--- config.mk ---
export PLATFORM = sky130hd
export DESIGN_NAME = thermostat_heat_cool_controller_unit
export DESIGN_NICKNAME = d
export VERILOG_FILES = /design/src/rtl/core/thc_pkg.sv /design/src/rtl/core/thermostat_heat_cool_controller_unit.sv /design/src/rtl/core/thc_csr.sv /design/src/rtl/core/thc_avg.sv /design/src/rtl/core/thc_core.sv
export VERILOG_INCLUDE_DIRS = /design/src /design/src/rtl/core
export SDC_FILE = /design/constraint.sdc
export NUM_CORES = 1
export LEC_CHECK = 0
export CAP_MARGIN = 20
export CORE_MARGIN = 4
export CORE_UTILIZATION = 55
export CTS_BUF_LIST = sky130_fd_sc_hd__clkbuf_16
export CTS_CLUSTER_SIZE = 14
export DETAILED_ROUTE_END_ITERATION = 12
export DONT_BUFFER_PORTS = 1
export PLACE_DENSITY = 0.67
export SETUP_SLACK_MARGIN = 0.4
export SLEW_MARGIN = 0
export SYNTH_ARGS = -nofsm -noshare
export SYNTH_HDL_FRONTEND = slang
export SYNTH_HIERARCHICAL = 1
export SYNTH_SLANG_ARGS = --single-unit
--- constraint.sdc ---
create_clock -name clock -period 15.4 [get_ports clock]
set_input_delay 0 -clock clock [delete_from_list [all_inputs] [get_ports clock]]
set_output_delay 0 -clock clock [all_outputs]
set_load 0.01 [all_outputs]
--- src/rtl/core/thermostat_heat_cool_controller_unit_macros.svh ---
// ----------------------------------------------------------------------------
// Thermostat controller assertion macros
// Shared concurrent assertion forms for the thermostat controller.
// ----------------------------------------------------------------------------
`ifndef THERMOSTAT_HEAT_COOL_CONTROLLER_UNIT_MACROS_SVH
`define THERMOSTAT_HEAT_COOL_CONTROLLER_UNIT_MACROS_SVH

// same-cycle implication
`define THC_ASSERT_NOW(label, clk, rst, ante, cons, msg) \
   label: assert property (@(posedge clk) disable iff (rst) (ante) |-> (cons)) \
      else $error(msg);

// next-cycle implication
`define THC_ASSERT_NEXT(label, clk, rst, ante, cons, msg) \
   label: assert property (@(posedge clk) disable iff (rst) (ante) |=> (cons)) \
      else $error(msg);

`endif

--- src/rtl/core/thc_pkg.sv ---
// ----------------------------------------------------------------------------
// Thermostat controller package
// Widths, codes, shared types and arithmetic helpers.
// ----------------------------------------------------------------------------
package thc_pkg;

   // sample averaging ring
   localparam int AVG_DEPTH   = 10;
   localparam int POS_W       = $clog2(AVG_DEPTH);
   localparam int SAMPLE_W    = 9;
   localparam int SUM_W       = SAMPLE_W + $clog2(AVG_DEPTH);
   localparam int AVG_SHIFT   = SUM_W + $clog2(AVG_DEPTH);
   localparam int AVG_RECIP   = ((2 ** AVG_SHIFT) + AVG_DEPTH - 1) / AVG_DEPTH;
   localparam int RECIP_W     = $clog2(AVG_RECIP + 1);
   localparam int AVG_PROD_W  = SUM_W + RECIP_W;
   localparam logic [SAMPLE_W-1:0] AVG_RESET = 9'd55;

   // decimal digit split of a 9-bit value
   localparam int DIG_BASE    = 10;
   localparam int DIG_SHIFT   = 13;
   localparam int DIG_RECIP   = ((2 ** DIG_SHIFT) + DIG_BASE - 1) / DIG_BASE;
   localparam int DIG_PROD_W  = SAMPLE_W + 10;

   // port widths
   localparam int FUNC_W      = 3;
   localparam int ADC_W       = 10;
   localparam int MODE_W      = 2;
   localparam int DIGIT_W     = 6;
   localparam int SETPOINT_W  = 8;
   localparam int CSR_IDX_W   = 3;
   localparam int CSR_DATA_W  = 8;

   // event codes
   localparam logic [FUNC_W-1:0] FUNC_POWER   = 3'd0;
   localparam logic [FUNC_W-1:0] FUNC_DOWN    = 3'd1;
   localparam logic [FUNC_W-1:0] FUNC_UP      = 3'd2;
   localparam logic [FUNC_W-1:0] FUNC_SAMPLE  = 3'd3;
   localparam logic [FUNC_W-1:0] FUNC_DISPLAY = 3'd4;

   // register indexes
   localparam logic [CSR_IDX_W-1:0] CSR_START_SETPOINT = 3'd0;
   localparam logic [CSR_IDX_W-1:0] CSR_DEADBAND       = 3'd1;
   localparam logic [CSR_IDX_W-1:0] CSR_SETPOINT_STEP  = 3'd2;
   localparam logic [CSR_IDX_W-1:0] CSR_LOWER_LIMIT    = 3'd3;
   localparam logic [CSR_IDX_W-1:0] CSR_UPPER_LIMIT    = 3'd4;
   localparam logic [CSR_IDX_W-1:0] CSR_TICKS_PER_SEC  = 3'd5;
   localparam logic [CSR_IDX_W-1:0] CSR_BLINKS_TO_SAVE = 3'd6;

   // mode codes on the result port
   localparam logic [MODE_W-1:0] MODE_CODE_OFF = 2'd0;
   localparam logic [MODE_W-1:0] MODE_CODE_ON  = 2'd1;
   localparam logic [MODE_W-1:0] MODE_CODE_SET = 2'd2;

   typedef enum logic [2:0] {
      MODE_OFF = 3'b001,
      MODE_ON  = 3'b010,
      MODE_SET = 3'b100
   } mode_type;

   typedef struct packed {
      logic [7:0] start_setpoint;
      logic [4:0] deadband;
      logic [3:0] setpoint_step;
      logic [7:0] lower_limit;
      logic [7:0] upper_limit;
      logic [3:0] ticks_per_second;
      logic [3:0] blinks_to_save;
   } cfg_type;

   typedef struct packed {
      logic                sample_en;
      logic [SAMPLE_W-1:0] half;
   } avg_ctl_type;

   typedef struct packed {
      logic heat;
      logic cool;
      logic led;
   } drive_type;

   typedef struct packed {
      logic [5:0] tens;
      logic [3:0] ones;
   } digits_type;

   typedef struct packed {
      logic                  heater_drive;
      logic                  cooler_drive;
      logic                  heat_led;
      logic [MODE_W-1:0]     mode;
      logic                  digit_select;
      logic [DIGIT_W-1:0]    digit_value;
      logic                  display_blank;
      logic                  save_request;
      logic [SETPOINT_W-1:0] setpoint;
      logic [SAMPLE_W-1:0]   measured_temp;
   } rsp_type;

   // ring sum / AVG_DEPTH by reciprocal multiply, exact over the sum range
   function automatic logic [SAMPLE_W-1:0] avg_div(input logic [SUM_W-1:0] sum);
      logic [AVG_PROD_W-1:0] prod;
      prod = AVG_PROD_W'(sum) * AVG_PROD_W'(AVG_RECIP);
      return prod[AVG_SHIFT +: SAMPLE_W];
   endfunction

   function automatic digits_type dec_split(input logic [SAMPLE_W-1:0] val);
      logic [DIG_PROD_W-1:0] prod;
      logic [SAMPLE_W-1:0]   rem;
      digits_type            res;
      prod     = DIG_PROD_W'(val) * DIG_PROD_W'(DIG_RECIP);
      res.tens = prod[DIG_SHIFT +: 6];
      rem      = val - SAMPLE_W'(SAMPLE_W'(res.tens) * SAMPLE_W'(DIG_BASE));
      res.ones = rem[3:0];
      return res;
   endfunction

   // one pass of the deadband rule
   function automatic drive_type control_step(
      input drive_type           cur,
      input logic                is_off,
      input logic [7:0]          tgt,
      input logic [SAMPLE_W-1:0] avg,
      input logic [4:0]          band
   );
      drive_type          nxt;
      logic signed [10:0] diff;
      logic signed [10:0] bnd;
      logic               equal;
      nxt   = cur;
      diff  = signed'({3'b000, tgt}) - signed'({2'b00, avg});
      bnd   = signed'({6'b000000, band});
      equal = ({1'b0, tgt} == avg);
      if (is_off) begin
         nxt.heat = 1'b0;
         if (!nxt.cool) nxt.led = 1'b0;
         nxt.cool = 1'b0;
         if (!nxt.heat) nxt.led = 1'b0;
      end else if (diff >= bnd) begin
         if (!nxt.heat) begin
            nxt.heat = 1'b1;
            nxt.led  = 1'b1;
         end
         if (equal || nxt.heat) begin
            nxt.cool = 1'b0;
            if (!nxt.heat) nxt.led = 1'b0;
         end
      end else if (diff <= -bnd) begin
         if (equal || nxt.cool) begin
            nxt.heat = 1'b0;
            if (!nxt.cool) nxt.led = 1'b0;
         end
         if (!nxt.cool) begin
            nxt.cool = 1'b1;
            nxt.led  = 1'b1;
         end
      end else begin
         if (equal || nxt.cool) begin
            nxt.heat = 1'b0;
            if (!nxt.cool) nxt.led = 1'b0;
         end
         if (equal || nxt.heat) begin
            nxt.cool = 1'b0;
            if (!nxt.heat) nxt.led = 1'b0;
         end
      end
      return nxt;
   endfunction

endpackage

--- src/rtl/core/thermostat_heat_cool_controller_unit.sv ---
// ----------------------------------------------------------------------------
// Thermostat heat/cool controller
// Event-driven thermostat: modes, setpoint buttons, sample averaging,
// deadband heater/cooler drive and two-digit display sequencing.
// ----------------------------------------------------------------------------
// One item per clock: an event is accepted whenever the result register is
// empty or its result is being taken, and its result appears in the result
// register on the next cycle. The rate is set by the combinational state
// update (ring sum, reciprocal-multiply average, two deadband passes);
// the averaging ring sits in flip-flops, so there is no clearing pass after
// reset. Configuration writes take effect on the next cycle.
`include "thermostat_heat_cool_controller_unit_macros.svh"

module thermostat_heat_cool_controller_unit (
   input  logic                            clock,
   input  logic                            reset,
   input  logic                            req_valid,
   output logic                            req_ready,
   input  logic [thc_pkg::FUNC_W-1:0]      req_func,
   input  logic [thc_pkg::ADC_W-1:0]       req_adc_value,
   output logic                            rsp_valid,
   input  logic                            rsp_ready,
   output logic                            rsp_heater_drive,
   output logic                            rsp_cooler_drive,
   output logic                            rsp_heat_led,
   output logic [thc_pkg::MODE_W-1:0]      rsp_mode,
   output logic                            rsp_digit_select,
   output logic [thc_pkg::DIGIT_W-1:0]     rsp_digit_value,
   output logic                            rsp_display_blank,
   output logic                            rsp_save_request,
   output logic [thc_pkg::SETPOINT_W-1:0]  rsp_setpoint,
   output logic [thc_pkg::SAMPLE_W-1:0]    rsp_measured_temp,
   input  logic                            csr_write_en,
   input  logic [thc_pkg::CSR_IDX_W-1:0]   csr_index,
   input  logic [thc_pkg::CSR_DATA_W-1:0]  csr_wdata
);
   import thc_pkg::*;

   cfg_type             cfg;
   logic                setpoint_load;
   avg_ctl_type         avg_ctl;
   logic [SAMPLE_W-1:0] avg_now;
   rsp_type             rsp_next;
   rsp_type             rsp_ff;
   logic                rsp_valid_ff;
   logic                rsp_valid_in;
   logic                accept;

   assign req_ready    = !rsp_valid_ff || rsp_ready;
   assign accept       = req_valid && req_ready;
   assign rsp_valid_in = accept || (rsp_valid_ff && !rsp_ready);

   thc_csr u_csr (
      .clock         (clock),
      .reset         (reset),
      .csr_write_en  (csr_write_en),
      .csr_index     (csr_index),
      .csr_wdata     (csr_wdata),
      .cfg           (cfg),
      .setpoint_load (setpoint_load)
   );

   thc_avg u_avg (
      .clock   (clock),
      .reset   (reset),
      .avg_ctl (avg_ctl),
      .avg_now (avg_now)
   );

   thc_core u_core (
      .clock         (clock),
      .reset         (reset),
      .step_en       (accept),
      .func          (req_func),
      .adc_value     (req_adc_value),
      .cfg           (cfg),
      .setpoint_load (setpoint_load),
      .avg_now       (avg_now),
      .avg_ctl       (avg_ctl),
      .rsp           (rsp_next)
   );

   always_ff @(posedge clock) begin
      if (reset) begin
         rsp_valid_ff <= 1'b0;
      end else begin
         rsp_valid_ff <= rsp_valid_in;
      end
   end

   always_ff @(posedge clock) begin
      if (accept) begin
         rsp_ff <= rsp_next;
      end
   end

   assign rsp_valid         = rsp_valid_ff;
   assign rsp_heater_drive  = rsp_ff.heater_drive;
   assign rsp_cooler_drive  = rsp_ff.cooler_drive;
   assign rsp_heat_led      = rsp_ff.heat_led;
   assign rsp_mode          = rsp_ff.mode;
   assign rsp_digit_select  = rsp_ff.digit_select;
   assign rsp_digit_value   = rsp_ff.digit_value;
   assign rsp_display_blank = rsp_ff.display_blank;
   assign rsp_save_request  = rsp_ff.save_request;
   assign rsp_setpoint      = rsp_ff.setpoint;
   assign rsp_measured_temp = rsp_ff.measured_temp;

   `THC_ASSERT_NEXT(a_accept_gives_rsp, clock, reset, accept, rsp_valid, "accepted item lost")
   `THC_ASSERT_NOW(a_drive_exclusive, clock, reset, rsp_valid, !(rsp_heater_drive && rsp_cooler_drive), "heater and cooler both on")
   `THC_ASSERT_NOW(a_off_is_dark, clock, reset, rsp_valid && (rsp_mode == MODE_CODE_OFF), !rsp_heater_drive && !rsp_cooler_drive && rsp_display_blank, "off mode not idle")
   `THC_ASSERT_NOW(a_save_returns_on, clock, reset, rsp_valid && rsp_save_request, rsp_mode == MODE_CODE_ON, "save without return to on")
   `THC_ASSERT_NOW(a_ones_digit, clock, reset, rsp_valid && rsp_digit_select, rsp_digit_value < 6'd10, "ones digit out of range")

endmodule

--- src/rtl/core/thc_csr.sv ---
// ----------------------------------------------------------------------------
// Thermostat controller configuration registers
// Write-only register file; a start setpoint write also reloads the target.
// ----------------------------------------------------------------------------
module thc_csr (
   input  logic                            clock,
   input  logic                            reset,
   input  logic                            csr_write_en,
   input  logic [thc_pkg::CSR_IDX_W-1:0]   csr_index,
   input  logic [thc_pkg::CSR_DATA_W-1:0]  csr_wdata,
   output thc_pkg::cfg_type                cfg,
   output logic                            setpoint_load
);
   import thc_pkg::*;

   cfg_type cfg_ff;
   cfg_type cfg_in;
   logic    setpoint_load_ff;
   logic    setpoint_load_in;

   always_comb begin
      cfg_in           = cfg_ff;
      setpoint_load_in = 1'b0;
      if (csr_write_en) begin
         unique case (csr_index)
            CSR_START_SETPOINT: begin
               cfg_in.start_setpoint = csr_wdata;
               setpoint_load_in      = 1'b1;
            end
            CSR_DEADBAND:       cfg_in.deadband         = csr_wdata[4:0];
            CSR_SETPOINT_STEP:  cfg_in.setpoint_step    = csr_wdata[3:0];
            CSR_LOWER_LIMIT:    cfg_in.lower_limit      = csr_wdata;
            CSR_UPPER_LIMIT:    cfg_in.upper_limit      = csr_wdata;
            CSR_TICKS_PER_SEC:  cfg_in.ticks_per_second = csr_wdata[3:0];
            CSR_BLINKS_TO_SAVE: cfg_in.blinks_to_save   = csr_wdata[3:0];
            default: ;
         endcase
      end
   end

   always_ff @(posedge clock) begin
      if (reset) begin
         cfg_ff.start_setpoint   <= 8'd60;
         cfg_ff.deadband         <= 5'd5;
         cfg_ff.setpoint_step    <= 4'd5;
         cfg_ff.lower_limit      <= 8'd40;
         cfg_ff.upper_limit      <= 8'd70;
         cfg_ff.ticks_per_second <= 4'd10;
         cfg_ff.blinks_to_save   <= 4'd10;
         setpoint_load_ff        <= 1'b0;
      end else begin
         cfg_ff           <= cfg_in;
         setpoint_load_ff <= setpoint_load_in;
      end
   end

   // target reload strobe comes in the cycle after the register write
   assign cfg           = cfg_ff;
   assign setpoint_load = setpoint_load_ff;

endmodule

--- src/rtl/core/thc_avg.sv ---
// ----------------------------------------------------------------------------
// Thermostat controller sample averager
// Ring of halved samples with a running sum; average by reciprocal multiply.
// ----------------------------------------------------------------------------
module thc_avg (
   input  logic                          clock,
   input  logic                          reset,
   input  thc_pkg::avg_ctl_type          avg_ctl,
   output logic [thc_pkg::SAMPLE_W-1:0]  avg_now
);
   import thc_pkg::*;

   logic [SAMPLE_W-1:0] ring_ff [AVG_DEPTH];
   logic [POS_W-1:0]    pos_ff;
   logic [POS_W-1:0]    pos_in;
   logic [SUM_W-1:0]    sum_ff;
   logic [SUM_W-1:0]    sum_in;
   logic [SAMPLE_W-1:0] average_ff;
   logic [SAMPLE_W-1:0] average_in;

   assign sum_in     = sum_ff - SUM_W'(ring_ff[pos_ff]) + SUM_W'(avg_ctl.half);
   assign average_in = avg_ctl.sample_en ? avg_div(sum_in) : average_ff;
   assign pos_in     = (pos_ff == POS_W'(AVG_DEPTH - 1)) ? '0 : pos_ff + 1'b1;

   always_ff @(posedge clock) begin
      if (reset) begin
         for (int i = 0; i < AVG_DEPTH; i++) ring_ff[i] <= '0;
         pos_ff     <= '0;
         sum_ff     <= '0;
         average_ff <= AVG_RESET;
      end else if (avg_ctl.sample_en) begin
         ring_ff[pos_ff] <= avg_ctl.half;
         pos_ff          <= pos_in;
         sum_ff          <= sum_in;
         average_ff      <= average_in;
      end
   end

   assign avg_now = average_in;

endmodule

--- src/rtl/core/thc_core.sv ---
// ----------------------------------------------------------------------------
// Thermostat controller event core: one item a cycle while step_en is high.
// Mode, setpoint, timing counters, display digits and heater/cooler drive.
// ----------------------------------------------------------------------------
module thc_core (
   input  logic                          clock,
   input  logic                          reset,
   input  logic                          step_en,
   input  logic [thc_pkg::FUNC_W-1:0]    func,
   input  logic [thc_pkg::ADC_W-1:0]     adc_value,
   input  thc_pkg::cfg_type              cfg,
   input  logic                          setpoint_load,
   input  logic [thc_pkg::SAMPLE_W-1:0]  avg_now,
   output thc_pkg::avg_ctl_type          avg_ctl,
   output thc_pkg::rsp_type              rsp
);
   import thc_pkg::*;

   mode_type   mode_ff,   mode_in;
   logic [7:0] target_ff, target_in;
   logic [3:0] tick_ff,   tick_in;
   logic [3:0] blink_ff,  blink_in;
   logic       blank_ff,  blank_in;
   logic       phase_ff,  phase_in;
   drive_type  drive_ff,  drive_in;
   drive_type  drive_mid;
   drive_type  drive_pass;
   drive_type  drive_done;

   logic [7:0]          target_cur;
   logic [3:0]          tick_next;
   logic [3:0]          blink_next;
   logic [8:0]          up_sum;
   logic [SAMPLE_W-1:0] shown;
   digits_type          digits;
   logic                save;
   logic                dsel;
   logic [DIGIT_W-1:0]  dval;
   logic [MODE_W-1:0]   mode_code;

   // a pending start setpoint reload comes before the item
   assign target_cur = setpoint_load ? cfg.start_setpoint : target_ff;
   assign tick_next  = tick_ff + 4'd1;
   assign blink_next = blink_ff + 4'd1;
   assign up_sum     = {1'b0, target_cur} + {5'b00000, cfg.setpoint_step};
   assign shown      = (mode_ff == MODE_SET) ? {1'b0, target_cur} : avg_now;
   assign digits     = dec_split(shown);

   assign avg_ctl.sample_en = step_en && (mode_ff != MODE_OFF) && (func == FUNC_SAMPLE);
   assign avg_ctl.half      = adc_value[ADC_W-1:1];

   always_comb begin
      mode_in   = mode_ff;
      target_in = target_cur;
      tick_in   = tick_ff;
      blink_in  = blink_ff;
      blank_in  = blank_ff;
      phase_in  = phase_ff;
      drive_mid = drive_ff;
      save      = 1'b0;
      dsel      = 1'b0;
      dval      = '0;
      if (step_en) begin
         if (func == FUNC_POWER) begin
            mode_in = (mode_ff == MODE_OFF) ? MODE_ON : MODE_OFF;
         end else if (mode_ff != MODE_OFF) begin
            unique case (func)
               FUNC_DOWN: begin
                  blink_in = '0;
                  if (mode_ff == MODE_SET && target_cur >= cfg.lower_limit) begin
                     target_in = (target_cur >= {4'b0000, cfg.setpoint_step}) ?
                                 target_cur - {4'b0000, cfg.setpoint_step} : 8'd0;
                  end else begin
                     mode_in = MODE_SET;
                  end
               end
               FUNC_UP: begin
                  blink_in = '0;
                  if (mode_ff == MODE_SET && target_cur <= cfg.upper_limit) begin
                     target_in = up_sum[8] ? 8'hFF : up_sum[7:0];
                  end else begin
                     mode_in = MODE_SET;
                  end
               end
               FUNC_DISPLAY: begin
                  if (mode_ff == MODE_ON) blank_in = 1'b0;
                  dsel     = phase_ff;
                  dval     = phase_ff ? {2'b00, digits.ones} : digits.tens;
                  phase_in = ~phase_ff;
               end
               FUNC_SAMPLE: begin
                  if (mode_ff == MODE_ON) blank_in = 1'b0;
                  tick_in = tick_next;
                  if (tick_next == cfg.ticks_per_second) begin
                     tick_in = '0;
                     if (drive_ff.heat) drive_mid.led = ~drive_ff.led;
                     if (mode_ff == MODE_SET) begin
                        blank_in = ~blank_ff;
                        blink_in = blink_next;
                        if (blink_next == cfg.blinks_to_save) begin
                           save     = 1'b1;
                           blink_in = '0;
                           mode_in  = MODE_ON;
                        end
                     end
                  end
               end
               default: ;
            endcase
         end
      end
   end

   // rule applied twice to settle
   assign drive_pass = control_step(drive_mid, mode_in == MODE_OFF, target_in, avg_now,
                                    cfg.deadband);
   assign drive_done = control_step(drive_pass, mode_in == MODE_OFF, target_in, avg_now,
                                    cfg.deadband);
   assign drive_in   = step_en ? drive_done : drive_ff;

   always_comb begin
      unique case (mode_in)
         MODE_OFF: mode_code = MODE_CODE_OFF;
         MODE_ON:  mode_code = MODE_CODE_ON;
         MODE_SET: mode_code = MODE_CODE_SET;
         default:  mode_code = MODE_CODE_OFF;
      endcase
   end

   always_ff @(posedge clock) begin
      if (reset) begin
         mode_ff   <= MODE_ON;
         target_ff <= 8'd60;
         tick_ff   <= '0;
         blink_ff  <= '0;
         blank_ff  <= 1'b0;
         phase_ff  <= 1'b0;
         drive_ff  <= '0;
      end else begin
         mode_ff   <= mode_in;
         target_ff <= target_in;
         tick_ff   <= tick_in;
         blink_ff  <= blink_in;
         blank_ff  <= blank_in;
         phase_ff  <= phase_in;
         drive_ff  <= drive_in;
      end
   end

   assign rsp.heater_drive  = drive_done.heat;
   assign rsp.cooler_drive  = drive_done.cool;
   assign rsp.heat_led      = drive_done.led;
   assign rsp.mode          = mode_code;
   assign rsp.digit_select  = dsel;
   assign rsp.digit_value   = dval;
   assign rsp.display_blank = (mode_in == MODE_OFF) || blank_in;
   assign rsp.save_request  = save;
   assign rsp.setpoint      = target_in;
   assign rsp.measured_temp = avg_now;

endmodule
==> run metrics <==
post-placement cell area about 19000 sq um; R2R depth 45; Layout Nets approximately 2100; CTS max path bufs 3; CTS Root Cell clkbuf_16; Startpoint Class register; outcome finished clean; Synth Cell Area ~19000 sq um; number of fill cells roughly 2800; Critical R2R Capture rsp_digit_value[3]; Num CTS Buffers 30; Max-Slew Margin vs Limit 0.2495; total grt overflow 0; Final period util 0.9092; P&R area growth vs syn 8.764%; placed insts 2186; worst reg-to-reg setup slack 1.40 ns; Core Footprint 33870 sq um; GRT Total Usage 0.2297; Setup crit end kind register; Final Hold Violating Endpoints 0; GPL Wtd Cong 0.8790; max_cap viols 0; Detailed Routing Iterations Pass 1 5; CTS tree built; top post-synthesis cells by area edfxtp_1 (28%), ha_1 (13%), dfxtp_1 (10%), fa_1 (7.1%), mux4_2 (5.3%); non-filler cells, final 2286; CP Class register to register; Resized Gates After CTS 0; Synth Flop Type edfxtp_1; Cells after Synth approximately 1800; syn nets 2109; fmax 71.42 MHz; type of the most critical hold path primary input to register; 1st-iter DRT viols 902; share of the synthesized area in the top cell type 0.2757; CP peak stage delay 0.89 ns; Routed Wire Length 43560 um; H-Tree Level Count 1; layout cell share with drive strength beyond 1 0.08165; DRC Markers 0; worst-margin pin slew 1.122 ns; Post-synth EDFFs 175; Synth top cells by count inv_1 (240), ha_1 (196), nor2_1 (183), edfxtp_1 (175); CP max-delay cell a2111oi_0; setup TNS 0 ns; initial antenna violation count 1; final non-filler cell area around 21000 sq um; antenna viol nets, final 0; post-CTS setup buffer count 0; Max Slew Vio Count 0; Clock Sinks approximately 270; clk_skew 0.01163 ns; clk slew on worst S/H paths 0.06 ns; pin count of the biggest net entering global routing 104; final core area utilization 0.6121; IO buf count 0; Initial Utilization 0.5628; die area 37700 sq um; CP endpoint rsp_digit_value[3]; die height 194.2 um; area leader, netlist edfxtp_1; CP arrival 14.31 ns; Seq cells post-synth 272; Cell Rows 67; RSZ-0062 raised after global routing no; fraction of registers with async set/reset 0; Netlist cell types 97; Required @ worst endpoint 15.71 ns; Detailed Place HPWL 32260 um; warning count from the yosys run 6; number of global-route vias before repair around 13000; maximum fanout along the worst path 17; wire length per cell 19.05 um; vias per std cell 5.831; Crit path top cell by count fa_1; Post-Syn Area per Cell 10.50 sq um; first-pass GRT wire length 71130 um; die width approximately 190 um; IO Count 62; final setup fails 0; sequential area share after synthesis 0.3776; Final min period 14.00 ns; Hold Path Stages 4; most common cell in the netlist inv_1; Clk Latency, worst-skew pair 0.56 ns; Vias 13330
[repair_timing]
action,4_1_cts,5_1_grt
endpoints found under the setup margin,0,0
hold endpoints to repair,240,0
hold buffers,44,0
[metal layers]
layer	track usage	up-vias	routed length, um
met1	0.3317	6526	19610
met4	0.04505	0	727
li1	-	6376	-
met2	0.3818	364	20720
met3	0.02433	64	2496
met5	0	-	0
[worst max-delay path: cells and delay by family, from the launching register on]
family	cells	cell delay, ns
AO/OA/AOI/OAI	5	1.79
multiplexers	2	1.11
AND/OR/NAND/NOR	11	2.60
flip-flops	1	0.68
adder cells (fa/ha/maj)	15	6.13
buffers and inverters	8	0.67
XOR/XNOR	4	0.75
[flip-flops by register name (all words and copies together) (netlist names), 4 cells and up, named ones only]
name and cells:
u_avg/average_ff 9, rsp_digit_value 6, rsp_measured_temp 9, u_csr/cfg 41, u_avg/sum_ff 13, u_core/tick_ff 4
u_avg/ring_ff 144, u_core/blink_ff 4, rsp_setpoint 8, u_avg/pos_ff 4, u_core/target_ff 8
[kinds of logic after synthesis]
group           count (synthesis)  synth area share
compound gates                266           0.09676
xor+xnor                       54           0.02554
fa+ha+maj                     265            0.2006
buf+inv                       328           0.07123
flops                         272            0.3776
mux                           110           0.08751
simple gates                  521            0.1407
[layout make-up]
class / instances / area (sq um) / share of cell area
inverters: 240 / 900.9 / 0.04346
flip-flops and latches: 272 / 7199 / 0.3473
well taps: 448 / 560.5 / 0.02704
diodes: 1 / 2.502 / 0.0001207
clock buffers: 32 / 800.8 / 0.03863
multi-input cells: 1216 / 10540 / 0.5082
clock inverters: 22 / 180.2 / 0.008691
repair buffers: 55 / 550.5 / 0.02656
[layout by cell type (no fill, tap or decap), types with 5 or more instances in the layout]
master	netlist	layout
a211o_1	10	10
a211oi_1	11	11
a21o_1	18	18
a21oi_1	71	71
a31oi_1	12	12
and2_1	10	10
and3_1	10	10
buf_4	21	9
clkbuf_16	0	32
clkinv_1	0	6
clkinvlp_4	0	5
dfxtp_1	97	95
dlygate4sd3_1	0	43
edfxtp_1	175	175
fa_1	68	68
ha_1	196	196
inv_1	240	241
mux2i_1	62	62
mux4_2	45	45
nand2_1	97	97
nand2b_1	48	48
nand3_1	21	21
nand4_1	23	23
nor2_1	183	183
nor2b_1	18	18
nor3_1	39	39
nor4_1	8	6
o211ai_1	9	9
o21a_1	21	21
o21ai_0	47	47
o21bai_1	5	5
o31ai_1	7	7
or3_1	11	11
xnor2_1	31	31
xor2_1	22	22
[stage by stage]
stage,hold WS [ns],worst slack [ns]
6_report,0.01996,1.398
5_1_grt,0.06129,0.5792
4_1_cts,0.001930,1.497
3_5_place_dp,0.07309,1.544
3_3_place_gp,0.07174,1.650
2_1_floorplan,0.06244,2.946
[how the worst min path moves through the flow]
stage                     start                 end  slack [ns]
global placement          reset           rsp_valid        0.07
global route        req_func[0]  u_core/blink_ff[0]        0.06
floorplan                 reset           rsp_valid        0.06
finish              req_func[0]  u_core/blink_ff[0]        0.02
detailed placement        reset           rsp_valid        0.07
CTS                 req_func[0]  u_core/blink_ff[0]       0.002
Power is left out: the tool's default activity adds up to more than one toggle a clock period on the data nets, which glitch-free logic cannot reach.
